$ cat src/rtl/dlht_pkg.sv
// Shared constants, codes and control types for the d-left hash table.
`timescale 1ns / 1ps
package dlht_pkg;

  localparam int SUBTABLE_COUNT = 4;
  localparam int BUCKETS        = 16;
  localparam int FACE_COUNT     = 4;

  localparam int SLOT_TOTAL = SUBTABLE_COUNT * BUCKETS;
  localparam int SUB_W      = (SUBTABLE_COUNT > 1) ? $clog2(SUBTABLE_COUNT) : 1;
  localparam int BKT_W      = $clog2(BUCKETS);
  localparam int ADDR_W     = $clog2(SLOT_TOTAL);
  localparam bit BKT_POW2   = (BUCKETS == (1 << BKT_W));

  localparam int KEY_W    = 32;
  localparam int EXP_W    = 32;
  localparam int FACE_W   = 8;
  localparam int STATUS_W = 3;
  localparam int HSUB_W   = 2;
  localparam int HBKT_W   = 4;

  localparam int WORD_W    = FACE_COUNT + EXP_W + KEY_W;
  localparam int MOD_STEPS = 3;
  localparam int MOD_CNT_W = 2;

  // key mod BUCKETS by reciprocal multiply: q = (key * RECIP_M) >> RECIP_SH
  localparam int          RECIP_SH   = KEY_W + BKT_W;
  localparam int          RECIP_LO_W = 17;
  localparam int          RECIP_HI_W = 16;
  localparam int          PROD_W     = KEY_W + RECIP_LO_W + RECIP_HI_W;
  localparam logic [63:0] RECIP_M    = ((64'd1 << RECIP_SH) + 64'(BUCKETS) - 64'd1)
                                       / 64'(BUCKETS);
  localparam logic [RECIP_LO_W-1:0] RECIP_LO = RECIP_M[RECIP_LO_W-1:0];
  localparam logic [RECIP_HI_W-1:0] RECIP_HI = RECIP_M[RECIP_LO_W +: RECIP_HI_W];

  localparam logic REQ_INSERT = 1'b0;
  localparam logic REQ_SEARCH = 1'b1;

  localparam logic [STATUS_W-1:0] ST_INSERTED = 3'd0;
  localparam logic [STATUS_W-1:0] ST_BAD_FACE = 3'd1;
  localparam logic [STATUS_W-1:0] ST_FULL     = 3'd2;
  localparam logic [STATUS_W-1:0] ST_FOUND    = 3'd3;
  localparam logic [STATUS_W-1:0] ST_MISSING  = 3'd4;

  typedef struct packed {
    logic load;
    logic mod_step;
    logic ins_step;
    logic srch_step;
    logic res_load;
  } dlht_cmd_t;

  typedef struct packed {
    logic is_search;
    logic mod_last;
    logic ins_done;
    logic srch_done;
  } dlht_sts_t;

endpackage

$ cat src/rtl/dlht_if.sv
// Request and result channel interfaces of the d-left hash table.
`timescale 1ns / 1ps
interface dlht_req_if;
  logic                         valid;
  logic                         ready;
  logic                         req_type;
  logic [dlht_pkg::KEY_W-1:0]   key_fingerprint;
  logic [dlht_pkg::EXP_W-1:0]   expire_time;
  logic [dlht_pkg::FACE_W-1:0]  face_number;

  modport source (output valid, req_type, key_fingerprint, expire_time, face_number,
                  input ready);
  modport sink (input valid, req_type, key_fingerprint, expire_time, face_number,
                output ready);
endinterface

interface dlht_res_if;
  logic                          valid;
  logic                          ready;
  logic [dlht_pkg::STATUS_W-1:0] status;
  logic [dlht_pkg::HSUB_W-1:0]   hit_subtable;
  logic [dlht_pkg::HBKT_W-1:0]   hit_bucket;

  modport source (output valid, status, hit_subtable, hit_bucket, input ready);
  modport sink (input valid, status, hit_subtable, hit_bucket, output ready);
endinterface

$ cat src/rtl/dlht_ram.sv
// Generic simple dual-port RAM with registered read.
`timescale 1ns / 1ps
module dlht_ram #(
  parameter int WIDTH = 8,
  parameter int DEPTH = 16
) (
  input  logic                     clk,
  input  logic                     we,
  input  logic [$clog2(DEPTH)-1:0] waddr,
  input  logic [WIDTH-1:0]         wdata,
  input  logic                     re,
  input  logic [$clog2(DEPTH)-1:0] raddr,
  output logic [WIDTH-1:0]         rdata
);
  logic [WIDTH-1:0] mem [DEPTH];

  always_ff @(posedge clk) begin
    if (we) begin
      mem[waddr] <= wdata;
    end
    if (re) begin
      rdata <= mem[raddr];
    end
  end
endmodule

$ cat src/rtl/dlht_ctrl.sv
// Control state machine: sequences bucket reduction, probes and result hand-off.
`timescale 1ns / 1ps
module dlht_ctrl (
  input  logic                clk,
  input  logic                rst_n,
  input  logic                in_valid,
  input  logic                in_type,
  output logic                in_ready,
  output logic                out_valid,
  input  logic                out_ready,
  input  dlht_pkg::dlht_sts_t sts,
  output dlht_pkg::dlht_cmd_t cmd
);
  import dlht_pkg::*;

  localparam logic [1:0] S_IDLE = 2'd0;
  localparam logic [1:0] S_MOD  = 2'd1;
  localparam logic [1:0] S_INS  = 2'd2;
  localparam logic [1:0] S_SRCH = 2'd3;

  logic [1:0] state_r, state_nxt;
  logic       out_valid_r, out_valid_nxt;
  logic       out_free;

  assign in_ready  = (state_r == S_IDLE);
  assign out_valid = out_valid_r;
  assign out_free  = !out_valid_r || out_ready;

  always_comb begin
    state_nxt = state_r;
    cmd       = '0;
    case (state_r)
      S_IDLE: begin
        if (in_valid) begin
          cmd.load = 1'b1;
          if (!BKT_POW2) begin
            state_nxt = S_MOD;
          end else if (in_type == REQ_SEARCH) begin
            state_nxt = S_SRCH;
          end else begin
            state_nxt = S_INS;
          end
        end
      end
      S_MOD: begin
        cmd.mod_step = 1'b1;
        if (sts.mod_last) begin
          state_nxt = sts.is_search ? S_SRCH : S_INS;
        end
      end
      S_INS: begin
        if (out_free) begin
          cmd.ins_step = 1'b1;
          if (sts.ins_done) begin
            cmd.res_load = 1'b1;
            state_nxt    = S_IDLE;
          end
        end
      end
      S_SRCH: begin
        if (out_free) begin
          cmd.srch_step = 1'b1;
          if (sts.srch_done) begin
            cmd.res_load = 1'b1;
            state_nxt    = S_IDLE;
          end
        end
      end
      default: state_nxt = S_IDLE;
    endcase
  end

  always_comb begin
    if (cmd.res_load) begin
      out_valid_nxt = 1'b1;
    end else if (out_ready) begin
      out_valid_nxt = 1'b0;
    end else begin
      out_valid_nxt = out_valid_r;
    end
  end

  always_ff @(posedge clk) begin
    if (!rst_n) begin
      state_r     <= S_IDLE;
      out_valid_r <= 1'b0;
    end else begin
      state_r     <= state_nxt;
      out_valid_r <= out_valid_nxt;
    end
  end
endmodule

$ cat src/rtl/dlht_dp.sv
// Datapath: request registers, probe counters, occupancy bits, slot RAM, result register.
`timescale 1ns / 1ps
module dlht_dp (
  input  logic                            clk,
  input  logic                            rst_n,
  input  dlht_pkg::dlht_cmd_t             cmd,
  output dlht_pkg::dlht_sts_t             sts,
  input  logic                            in_type,
  input  logic [dlht_pkg::KEY_W-1:0]      in_key,
  input  logic [dlht_pkg::EXP_W-1:0]      in_exp,
  input  logic [dlht_pkg::FACE_W-1:0]     in_face,
  output logic [dlht_pkg::STATUS_W-1:0]   out_status,
  output logic [dlht_pkg::HSUB_W-1:0]     out_sub,
  output logic [dlht_pkg::HBKT_W-1:0]     out_bkt
);
  import dlht_pkg::*;

  logic                  type_r;
  logic [KEY_W-1:0]      key_r;
  logic [EXP_W-1:0]      exp_r;
  logic [FACE_W-1:0]     face_r;
  logic [SUB_W-1:0]      sub_r;
  logic [BKT_W-1:0]      bkt_r, bkt_nxt;
  logic [KEY_W-1:0]      kcnt_r, kcnt_inc;
  logic [SLOT_TOTAL-1:0] occ_r;
  logic                  cmp_pend_r, cmp_occ_r, cmp_last_r;
  logic [SUB_W-1:0]      cmp_sub_r;
  logic [BKT_W-1:0]      cmp_bkt_r;
  logic [STATUS_W-1:0]   res_status_r, res_status;
  logic [HSUB_W-1:0]     res_sub_r, res_sub;
  logic [HBKT_W-1:0]     res_bkt_r, res_bkt;

  logic [ADDR_W-1:0]     slot_addr;
  logic                  sub_last, face_ok, slot_free, ins_write, advance, hit;
  logic [BKT_W-1:0]      bkt_inc, bkt_load, bkt_mod;
  logic                  mod_last;
  logic [FACE_COUNT-1:0] face_bits;
  logic [WORD_W-1:0]     rdata;

  assign slot_addr = ADDR_W'(sub_r) * ADDR_W'(BUCKETS) + ADDR_W'(bkt_r);
  assign sub_last  = (sub_r == SUB_W'(SUBTABLE_COUNT - 1));
  assign face_ok   = (face_r < FACE_W'(FACE_COUNT));
  assign slot_free = !occ_r[slot_addr];
  assign ins_write = cmd.ins_step && face_ok && slot_free;
  assign advance   = (cmd.ins_step || cmd.srch_step) && !sub_last;
  assign face_bits = FACE_COUNT'(1) << face_r;
  assign hit       = cmp_pend_r && cmp_occ_r && (rdata[KEY_W-1:0] == key_r);

  assign kcnt_inc = kcnt_r + KEY_W'(1);
  // bucket of key+s+1: wraps at BUCKETS, and restarts at 0 when the 32-bit sum wraps
  assign bkt_inc  = ((kcnt_inc == '0) || (bkt_r == BKT_W'(BUCKETS - 1))) ? '0
                  : bkt_r + BKT_W'(1);

  generate
    if (BKT_POW2) begin : g_pow2
      assign bkt_load = in_key[BKT_W-1:0];
      assign bkt_mod  = bkt_r;
      assign mod_last = 1'b1;
    end else begin : g_mod
      // key mod BUCKETS: split reciprocal multiply, quotient, then low bits of key - q*B
      logic [KEY_W+RECIP_LO_W-1:0] plo_r;
      logic [KEY_W+RECIP_HI_W-1:0] phi_r;
      logic [BKT_W-1:0]            qlo_r;
      logic [MOD_CNT_W-1:0]        cnt_r;
      logic [PROD_W-1:0]           prod;
      logic [2*BKT_W-1:0]          qb;

      assign prod     = (PROD_W'(phi_r) << RECIP_LO_W) + PROD_W'(plo_r);
      assign qb       = (2*BKT_W)'(qlo_r) * (2*BKT_W)'(BUCKETS);
      assign bkt_load = '0;
      assign bkt_mod  = key_r[BKT_W-1:0] - qb[BKT_W-1:0];
      assign mod_last = (cnt_r == '0);

      always_ff @(posedge clk) begin
        if (cmd.load) begin
          cnt_r <= MOD_CNT_W'(MOD_STEPS - 1);
        end else if (cmd.mod_step) begin
          cnt_r <= cnt_r - MOD_CNT_W'(1);
          plo_r <= (KEY_W + RECIP_LO_W)'(key_r) * (KEY_W + RECIP_LO_W)'(RECIP_LO);
          phi_r <= (KEY_W + RECIP_HI_W)'(key_r) * (KEY_W + RECIP_HI_W)'(RECIP_HI);
          qlo_r <= prod[RECIP_SH +: BKT_W];
        end
      end
    end
  endgenerate

  always_comb begin
    if (cmd.load) begin
      bkt_nxt = bkt_load;
    end else if (cmd.mod_step && mod_last) begin
      bkt_nxt = bkt_mod;
    end else if (advance) begin
      bkt_nxt = bkt_inc;
    end else begin
      bkt_nxt = bkt_r;
    end
  end

  always_comb begin
    res_status = ST_MISSING;
    res_sub    = '0;
    res_bkt    = '0;
    if (type_r == REQ_INSERT) begin
      if (!face_ok) begin
        res_status = ST_BAD_FACE;
      end else if (slot_free) begin
        res_status = ST_INSERTED;
        res_sub    = HSUB_W'(sub_r);
        res_bkt    = HBKT_W'(bkt_r);
      end else begin
        res_status = ST_FULL;
      end
    end else if (hit) begin
      res_status = ST_FOUND;
      res_sub    = HSUB_W'(cmp_sub_r);
      res_bkt    = HBKT_W'(cmp_bkt_r);
    end
  end

  assign sts.is_search = (type_r == REQ_SEARCH);
  assign sts.mod_last  = mod_last;
  assign sts.ins_done  = !face_ok || slot_free || sub_last;
  assign sts.srch_done = cmp_pend_r && (hit || cmp_last_r);

  dlht_ram #(
    .WIDTH(WORD_W),
    .DEPTH(SLOT_TOTAL)
  ) u_slot_ram (
    .clk  (clk),
    .we   (ins_write),
    .waddr(slot_addr),
    .wdata({face_bits, exp_r, key_r}),
    .re   (cmd.srch_step),
    .raddr(slot_addr),
    .rdata(rdata)
  );

  always_ff @(posedge clk) begin
    if (!rst_n) begin
      occ_r      <= '0;
      cmp_pend_r <= 1'b0;
    end else begin
      if (ins_write) begin
        occ_r[slot_addr] <= 1'b1;
      end
      if (cmd.load) begin
        cmp_pend_r <= 1'b0;
      end else if (cmd.srch_step) begin
        cmp_pend_r <= 1'b1;
      end
    end
  end

  always_ff @(posedge clk) begin
    bkt_r <= bkt_nxt;
    if (cmd.load) begin
      type_r <= in_type;
      key_r  <= in_key;
      exp_r  <= in_exp;
      face_r <= in_face;
      sub_r  <= '0;
      kcnt_r <= in_key;
    end else if (advance) begin
      sub_r  <= sub_r + SUB_W'(1);
      kcnt_r <= kcnt_inc;
    end
    if (cmd.srch_step) begin
      cmp_occ_r  <= occ_r[slot_addr];
      cmp_sub_r  <= sub_r;
      cmp_bkt_r  <= bkt_r;
      cmp_last_r <= sub_last;
    end
    if (cmd.res_load) begin
      res_status_r <= res_status;
      res_sub_r    <= res_sub;
      res_bkt_r    <= res_bkt;
    end
  end

  assign out_status = res_status_r;
  assign out_sub    = res_sub_r;
  assign out_bkt    = res_bkt_r;
endmodule

$ cat src/rtl/dleft_hash_table_insert_search.sv
// Top level of the d-left hash table: insert and search by fingerprint.
// Usage:
//   in_req carries one request per valid/ready handshake: req_type (insert or
//   search), key_fingerprint, expire_time and face_number.
//   out_res returns exactly one result per request: status, hit_subtable and
//   hit_bucket, in request order.
//   A request probes one subtable per cycle through the slot RAM, unless a
//   stalled result holds probing. Insert: an accept state, then probes until
//   a free slot is found or the last subtable is probed; a bad face finishes
//   on the first probe. Search: an accept state, then probes whose registered
//   RAM read puts each compare one register behind its probe.
//   When BUCKETS is not a power of two, the base bucket is reduced by a
//   reciprocal multiply in the S_MOD state before the first probe.
//   One request is in flight at a time; the next one is accepted as soon as the
//   result is registered, even while that result still waits on out_res.
//   When out_res stalls with a result pending, probing of the next request
//   holds until the result is taken.
//   Reset (synchronous, active low) marks every bucket free by clearing the
//   occupancy bits; stale slot RAM words are ignored, so no clearing pass is needed.
`timescale 1ns / 1ps
module dleft_hash_table_insert_search (
  input  logic        clk,
  input  logic        rst_n,
  dlht_req_if.sink    in_req,
  dlht_res_if.source  out_res
);
  import dlht_pkg::*;

  dlht_cmd_t cmd;
  dlht_sts_t sts;

  dlht_ctrl u_ctrl (
    .clk      (clk),
    .rst_n    (rst_n),
    .in_valid (in_req.valid),
    .in_type  (in_req.req_type),
    .in_ready (in_req.ready),
    .out_valid(out_res.valid),
    .out_ready(out_res.ready),
    .sts      (sts),
    .cmd      (cmd)
  );

  dlht_dp u_dp (
    .clk       (clk),
    .rst_n     (rst_n),
    .cmd       (cmd),
    .sts       (sts),
    .in_type   (in_req.req_type),
    .in_key    (in_req.key_fingerprint),
    .in_exp    (in_req.expire_time),
    .in_face   (in_req.face_number),
    .out_status(out_res.status),
    .out_sub   (out_res.hit_subtable),
    .out_bkt   (out_res.hit_bucket)
  );

  a_busy_after_accept: assert property (@(posedge clk) disable iff (!rst_n)
    in_req.valid && in_req.ready |=> !in_req.ready)
    else $error("request accepted while previous request still in flight");

  a_no_result_overwrite: assert property (@(posedge clk) disable iff (!rst_n)
    cmd.res_load |-> !out_res.valid || out_res.ready)
    else $error("result register overwritten before it was taken");

  a_result_shown: assert property (@(posedge clk) disable iff (!rst_n)
    cmd.res_load |=> out_res.valid)
    else $error("finished request did not produce a result");

  a_miss_fields_zero: assert property (@(posedge clk) disable iff (!rst_n)
    out_res.valid && (out_res.status == ST_BAD_FACE || out_res.status == ST_FULL ||
                      out_res.status == ST_MISSING)
    |-> out_res.hit_subtable == '0 && out_res.hit_bucket == '0)
    else $error("error or miss result carries a nonzero location");
endmodule
$ cat src/flat_wrapper.sv
// flat-port wrapper written by rule: the top's interface ports become plain ports
module dleft_hash_table_insert_search_flat import dlht_pkg::*;
  (clk, rst_n, in_req_valid, in_req_req_type, in_req_key_fingerprint, in_req_expire_time, in_req_face_number, in_req_ready, out_res_valid, out_res_status, out_res_hit_subtable, out_res_hit_bucket, out_res_ready);
  dlht_req_if in_req_i ();
  dlht_res_if out_res_i ();
  input  logic clk;
  input  logic rst_n;
  input wire logic [$bits(in_req_i.valid)-1:0] in_req_valid;
  input wire logic [$bits(in_req_i.req_type)-1:0] in_req_req_type;
  input wire logic [$bits(in_req_i.key_fingerprint)-1:0] in_req_key_fingerprint;
  input wire logic [$bits(in_req_i.expire_time)-1:0] in_req_expire_time;
  input wire logic [$bits(in_req_i.face_number)-1:0] in_req_face_number;
  output wire logic [$bits(in_req_i.ready)-1:0] in_req_ready;
  output wire logic [$bits(out_res_i.valid)-1:0] out_res_valid;
  output wire logic [$bits(out_res_i.status)-1:0] out_res_status;
  output wire logic [$bits(out_res_i.hit_subtable)-1:0] out_res_hit_subtable;
  output wire logic [$bits(out_res_i.hit_bucket)-1:0] out_res_hit_bucket;
  input wire logic [$bits(out_res_i.ready)-1:0] out_res_ready;
  assign in_req_i.valid = in_req_valid;
  assign in_req_i.req_type = in_req_req_type;
  assign in_req_i.key_fingerprint = in_req_key_fingerprint;
  assign in_req_i.expire_time = in_req_expire_time;
  assign in_req_i.face_number = in_req_face_number;
  assign in_req_ready = in_req_i.ready;
  assign out_res_valid = out_res_i.valid;
  assign out_res_status = out_res_i.status;
  assign out_res_hit_subtable = out_res_i.hit_subtable;
  assign out_res_hit_bucket = out_res_i.hit_bucket;
  assign out_res_i.ready = out_res_ready;
  dleft_hash_table_insert_search u_core (.clk(clk), .rst_n(rst_n), .in_req(in_req_i), .out_res(out_res_i));
endmodule
$ cat config.mk
export PLATFORM = sky130hd
export DESIGN_NAME = dleft_hash_table_insert_search_flat
export DESIGN_NICKNAME = d
export VERILOG_FILES = /design/src/rtl/dlht_pkg.sv /design/src/rtl/dlht_if.sv /design/src/rtl/dlht_ram.sv /design/src/rtl/dlht_ctrl.sv /design/src/rtl/dlht_dp.sv /design/src/rtl/dleft_hash_table_insert_search.sv /design/src/flat_wrapper.sv
export SDC_FILE = /design/constraint.sdc
export NUM_CORES = 2
export LEC_CHECK = 0
export BUFFER_PORTS_ARGS = -buffer_cell sky130_fd_sc_hd__buf_2
export CAP_MARGIN = 15
export CELL_PAD_IN_SITES_DETAIL_PLACEMENT = 2
export CELL_PAD_IN_SITES_GLOBAL_PLACEMENT = 2
export CORE_MARGIN = 2
export CORE_UTILIZATION = 48
export CTS_CLUSTER_SIZE = 10
export DETAILED_ROUTE_END_ITERATION = 12
export PLACE_DENSITY_LB_ADDON = 0.2
export SLEW_MARGIN = 20
export SYNTH_ARGS = -nofsm -noshare
export SYNTH_HDL_FRONTEND = slang
export SYNTH_MEMORY_MAX_BITS = 65536
export SYNTH_SLANG_ARGS = --single-unit
$ cat constraint.sdc
create_clock -name clk -period 5.4 [get_ports clk]
set_input_delay 0.81 -clock clk [delete_from_list [all_inputs] [get_ports clk]]
set_output_delay 0.81 -clock clk [all_outputs]
set_load 0.05 [all_outputs]
==> impl_metrics.py <==
metrics = {
    "outcome": {
        "status": "finished, final reports clean",
    },
    "setup_path": {
        "startpoint_type": "flop",
        "crit_type": "flop to flop",
        "critPathRequiredTime_ns": 5.99,
        "cp.arrival_ns": 5.88,
        "end_kind": "flop",
        "critical_path.max_fanout": 25,
    },
    "clocking": {
        "hold_buffers": 0,
        "h-tree-depth": 5,
        "numCtsBuffers": 278,
        "cts-root-buf": "clkbuf_16",
        "cts_setup_buffers": 0,
        "post_cts_resized": 0,
        "cts_tree": "built",
        "clk_pin_slew_worst_paths_ns": 0.06,
        "clockBufferDepth": 4,
        "cts_sinks": 2242,
        "clk_latency_ns": 0.96,
    },
    "yosys": {
        "synthMuxAreaShare_pct": 4.491,
        "ys_seq_elements": 2242,
        "synth-xor-area-share_pct": 0.6636,
        "yosys.area_share.simple_pct": 3.662,
        "yosysWarnings": 0,
        "syn_area_sq_mm": 0.08579,
        "synth_top_family_by_area": "compound AO/OA/AOI/OAI gates",
        "yosysSeqAreaShare_pct": 77.66,
        "yosysUniqueCellTypes": 70,
        "synth_adder_area_share_pct": 0.08751,
        "synth_compound_area_share_pct": 11.54,
        "synthesis.nets": 5186,
        "synth_ff_type": "edfxtp_1",
        "syn-instance-count": 5103,
        "async_reset_ff_share_pct": 0,
        "syn_avg_cell_area_sq_um": 16.81,
        "synth-edff-count": 2172,
    },
    "floorplanning": {
        "die_width_um": 426.8,
        "rows": 155,
        "core_sq_mm": 0.1780,
        "start_util_pct": 48.19,
        "pin_count": 88,
        "dieArea_sq_mm": 0.1821,
        "die_h_um": 426.8,
    },
    "grt": {
        "grt_overflow": 0,
        "grt_pass1_wl_um": 532300,
        "grt_pass1_vias": 61880,
        "grt_max_degree": 87,
        "grt_usage_pct": 43.02,
        "antenna_found_initial": 37,
    },
    "placement": {
        "hpwl_um": 209800,
        "pre_cts_slack_ns": 0.7814,
        "post_dp_cell_area_sq_mm": 0.09091,
        "portBuffers": 53,
        "gp_congestion": 0.8608,
    },
    "power": {
        "ir_worst_vdd_mv": 0.3373,
        "p_int_mw": 31.62,
        "sw_frac_of_total_pct": 32.68,
        "pwr-share-clk_pct": 36.3,
        "leakagePower_nw": 31.53,
        "p_sw_mw": 15.35,
        "p_per_area_mw_per_mm2": 476.9,
        "seqPwrFrac_pct": 41.8,
        "power_frac_comb_pct": 21.9,
    },
    "flow_run": {
        "maxCapViolations": 0,
    },
    "sta": {
        "fin_crit_sh_pct": 98.06,
        "setup_tns_ns": 0,
        "fin_hold_ws_ns": 0.05296,
        "finalHoldViolations": 0,
        "skew_ns": 0.06440,
        "relSlewSlack_pct": 21.30,
        "max_freq_mhz": 188.9,
        "setup_viol": 0,
        "period_minus_slack_ns": 5.295,
        "rsz0062_at_grt": "no",
        "worst_slack_ns": 0.1049,
        "tightest_slew_ns": 1.181,
        "slew_viol_final": 0,
    },
    "layout": {
        "area_delta_synth_final_pct": 14.82,
        "drive_above_1_share_pct": 16.15,
        "final_area_sq_mm": 0.09850,
        "nFillCells": 15310,
        "fin_nets": 5491,
    },
    "route": {
        "wl_per_cell_um": 49.84,
        "via_count": 59310,
        "drt_iter0_markers": 9163,
        "drc": 0,
        "via_per_inst": 7.528,
        "first_pass_iters": 6,
        "routed_wl_um": 392700,
        "final_antenna_net_count": 0,
    },
    "hold_path": {
        "hold_path_class": "primary input to flop",
    },
}
## cells in the final DEF (no fill, tap or decap), types with 7 or more instances in the layout
cell          n
edfxtp_1   2172
a21oi_1     382
clkbuf_16   285
nand2_1     276
buf_4       260
a22oi_1     234
o21ai_0     190
mux2i_1     179
a22o_1      164
a221oi_1    134
nor2_1      127
nand3_1      90
clkbuf_1     85
mux2_2       75
o21a_1       69
dfxtp_1      68
a31oi_1      59
nor3_2       54
mux4_2       53
buf_2        53
buf_12       53
a211oi_1     42
xor2_1       42
a221o_1      36
o211ai_1     36
nand4_1      27
nor4_1       24
xnor2_1      23
a222oi_1     20
diode_2      17
nor3_1       17
a2111oi_0    11
nor3_4       11
a311oi_1      8
and3_1        8
inv_1         7
o31ai_1       7
or3_1         7
## worst paths after layout
path,from,to,slack (ns),cells past startpoint
setup / recovery,u_core.u_dp.bkt_mod[1],u_core.u_dp.u_slot_ram.rdata[1],0.10,10
hold / removal,in_req_face_number[7],u_core.u_dp.face_r[7],0.05,1
setup reg to reg,u_core.u_dp.bkt_mod[1],u_core.u_dp.u_slot_ram.rdata[1],0.10,10
hold reg to reg,u_core.u_dp.occ_r[50],u_core.u_dp.occ_r[50],0.48,1
## routing by layer
layer | up-vias | share of wire [%] | global-route usage (%)
li1 | 21240 | - | -
met1 | 31230 | 35 | 52.53
met2 | 5252 | 47 | 67.20
met3 | 1563 | 11 | 11.58
met4 | 26 | 7.7 | 28.85
met5 | - | 0.080 | 0.7407
## per-stage QoR
stage | util (%) | cells | power [mW]
final | 55.33 | 7878 | 46.97
after global routing | 55.31 | 7863 | 47.39
after CTS | 55.27 | 7859 | 46.40
after detailed placement | 51.06 | 7481 | 29.38
after global placement | 51.06 | 7481 | 28.85
after floorplan | - | 5103 | 24.38
## registers in the layout (all words and copies together) (netlist names), 6 cells and up
| signal | cells |
|---|---|
| u_core.u_dp.face_r | 6 |
| u_core.u_dp.occ_r | 64 |
| u_core.u_dp.key_r | 32 |
| u_core.u_dp.u_slot_ram.rdata | 32 |
| u_core.u_dp.u_slot_ram.mem | 2048 |
| u_core.u_dp.kcnt_r | 32 |
## power by group through the flow
stage / clock (mW) / sequential [mW] / combinational [mW]
after floorplan: 0 / 20.0 / 4.38
after CTS: 17.0 / 19.6 / 9.75
after global placement: 0 / 19.9 / 8.92
final: 17.1 / 19.6 / 10.3
after global routing: 17.5 / 19.6 / 10.3
after detailed placement: 0 / 20.0 / 9.43
## kinds of logic after synthesis
kind of cell / count (synthesis)
AND/OR/NAND/NOR: 683
adder cells (fa/ha/maj): 6
AO/OA/AOI/OAI: 1444
multiplexers: 309
buffers and inverters: 354
flip-flops: 2242
XOR/XNOR: 65
## cells in the mapped netlist (all sizes together), types with 62 or more instances
| cell type | number | area (sq um) |
|---|---|---|
| a21oi | 382 | 1912 |
| a221oi | 134 | 1174 |
| a22o | 164 | 1436 |
| a22oi | 234 | 1757 |
| a31oi | 62 | 387.9 |
| buf | 179 | 964.7 |
| clkbuf | 163 | 611.8 |
| dfxtp | 70 | 1401 |
| edfxtp | 2172 | 65220 |
| mux2 | 77 | 867.1 |
| mux2i | 179 | 1792 |
| nand2 | 276 | 1036 |
| nand3 | 90 | 450.4 |
| nor2 | 133 | 499.2 |
| nor3 | 82 | 475.5 |
| o21a | 69 | 518.0 |
| o21ai | 197 | 985.9 |
## worst max-delay path, stage by stage (launching register included)
cell and delay [ns]:
edfxtp_1 0.93, buf_4 0.39, buf_4 0.35, and3b_4 0.51, buf_12 0.29, a22oi_1 0.26
nand2_1 0.08, a2111oi_0 0.51, a211oi_1 0.25, o21ai_0 0.94, o21ai_0 0.34
## cell type report
cell class / count / area (sq um) / share of cell area [%]
Sequential cell: 2242 / 66630 / 67.64
Multi-Input combinational cell: 2507 / 18030 / 18.30
Clock buffer: 371 / 7465 / 7.578
Timing Repair Buffer: 367 / 3306 / 3.356
Tap cell: 2355 / 2947 / 2.991
Inverter: 12 / 56.30 / 0.05716
Antenna cell: 17 / 42.54 / 0.04319
Clock inverter: 7 / 32.53 / 0.03303
Power figures use the tool's default switching activity.
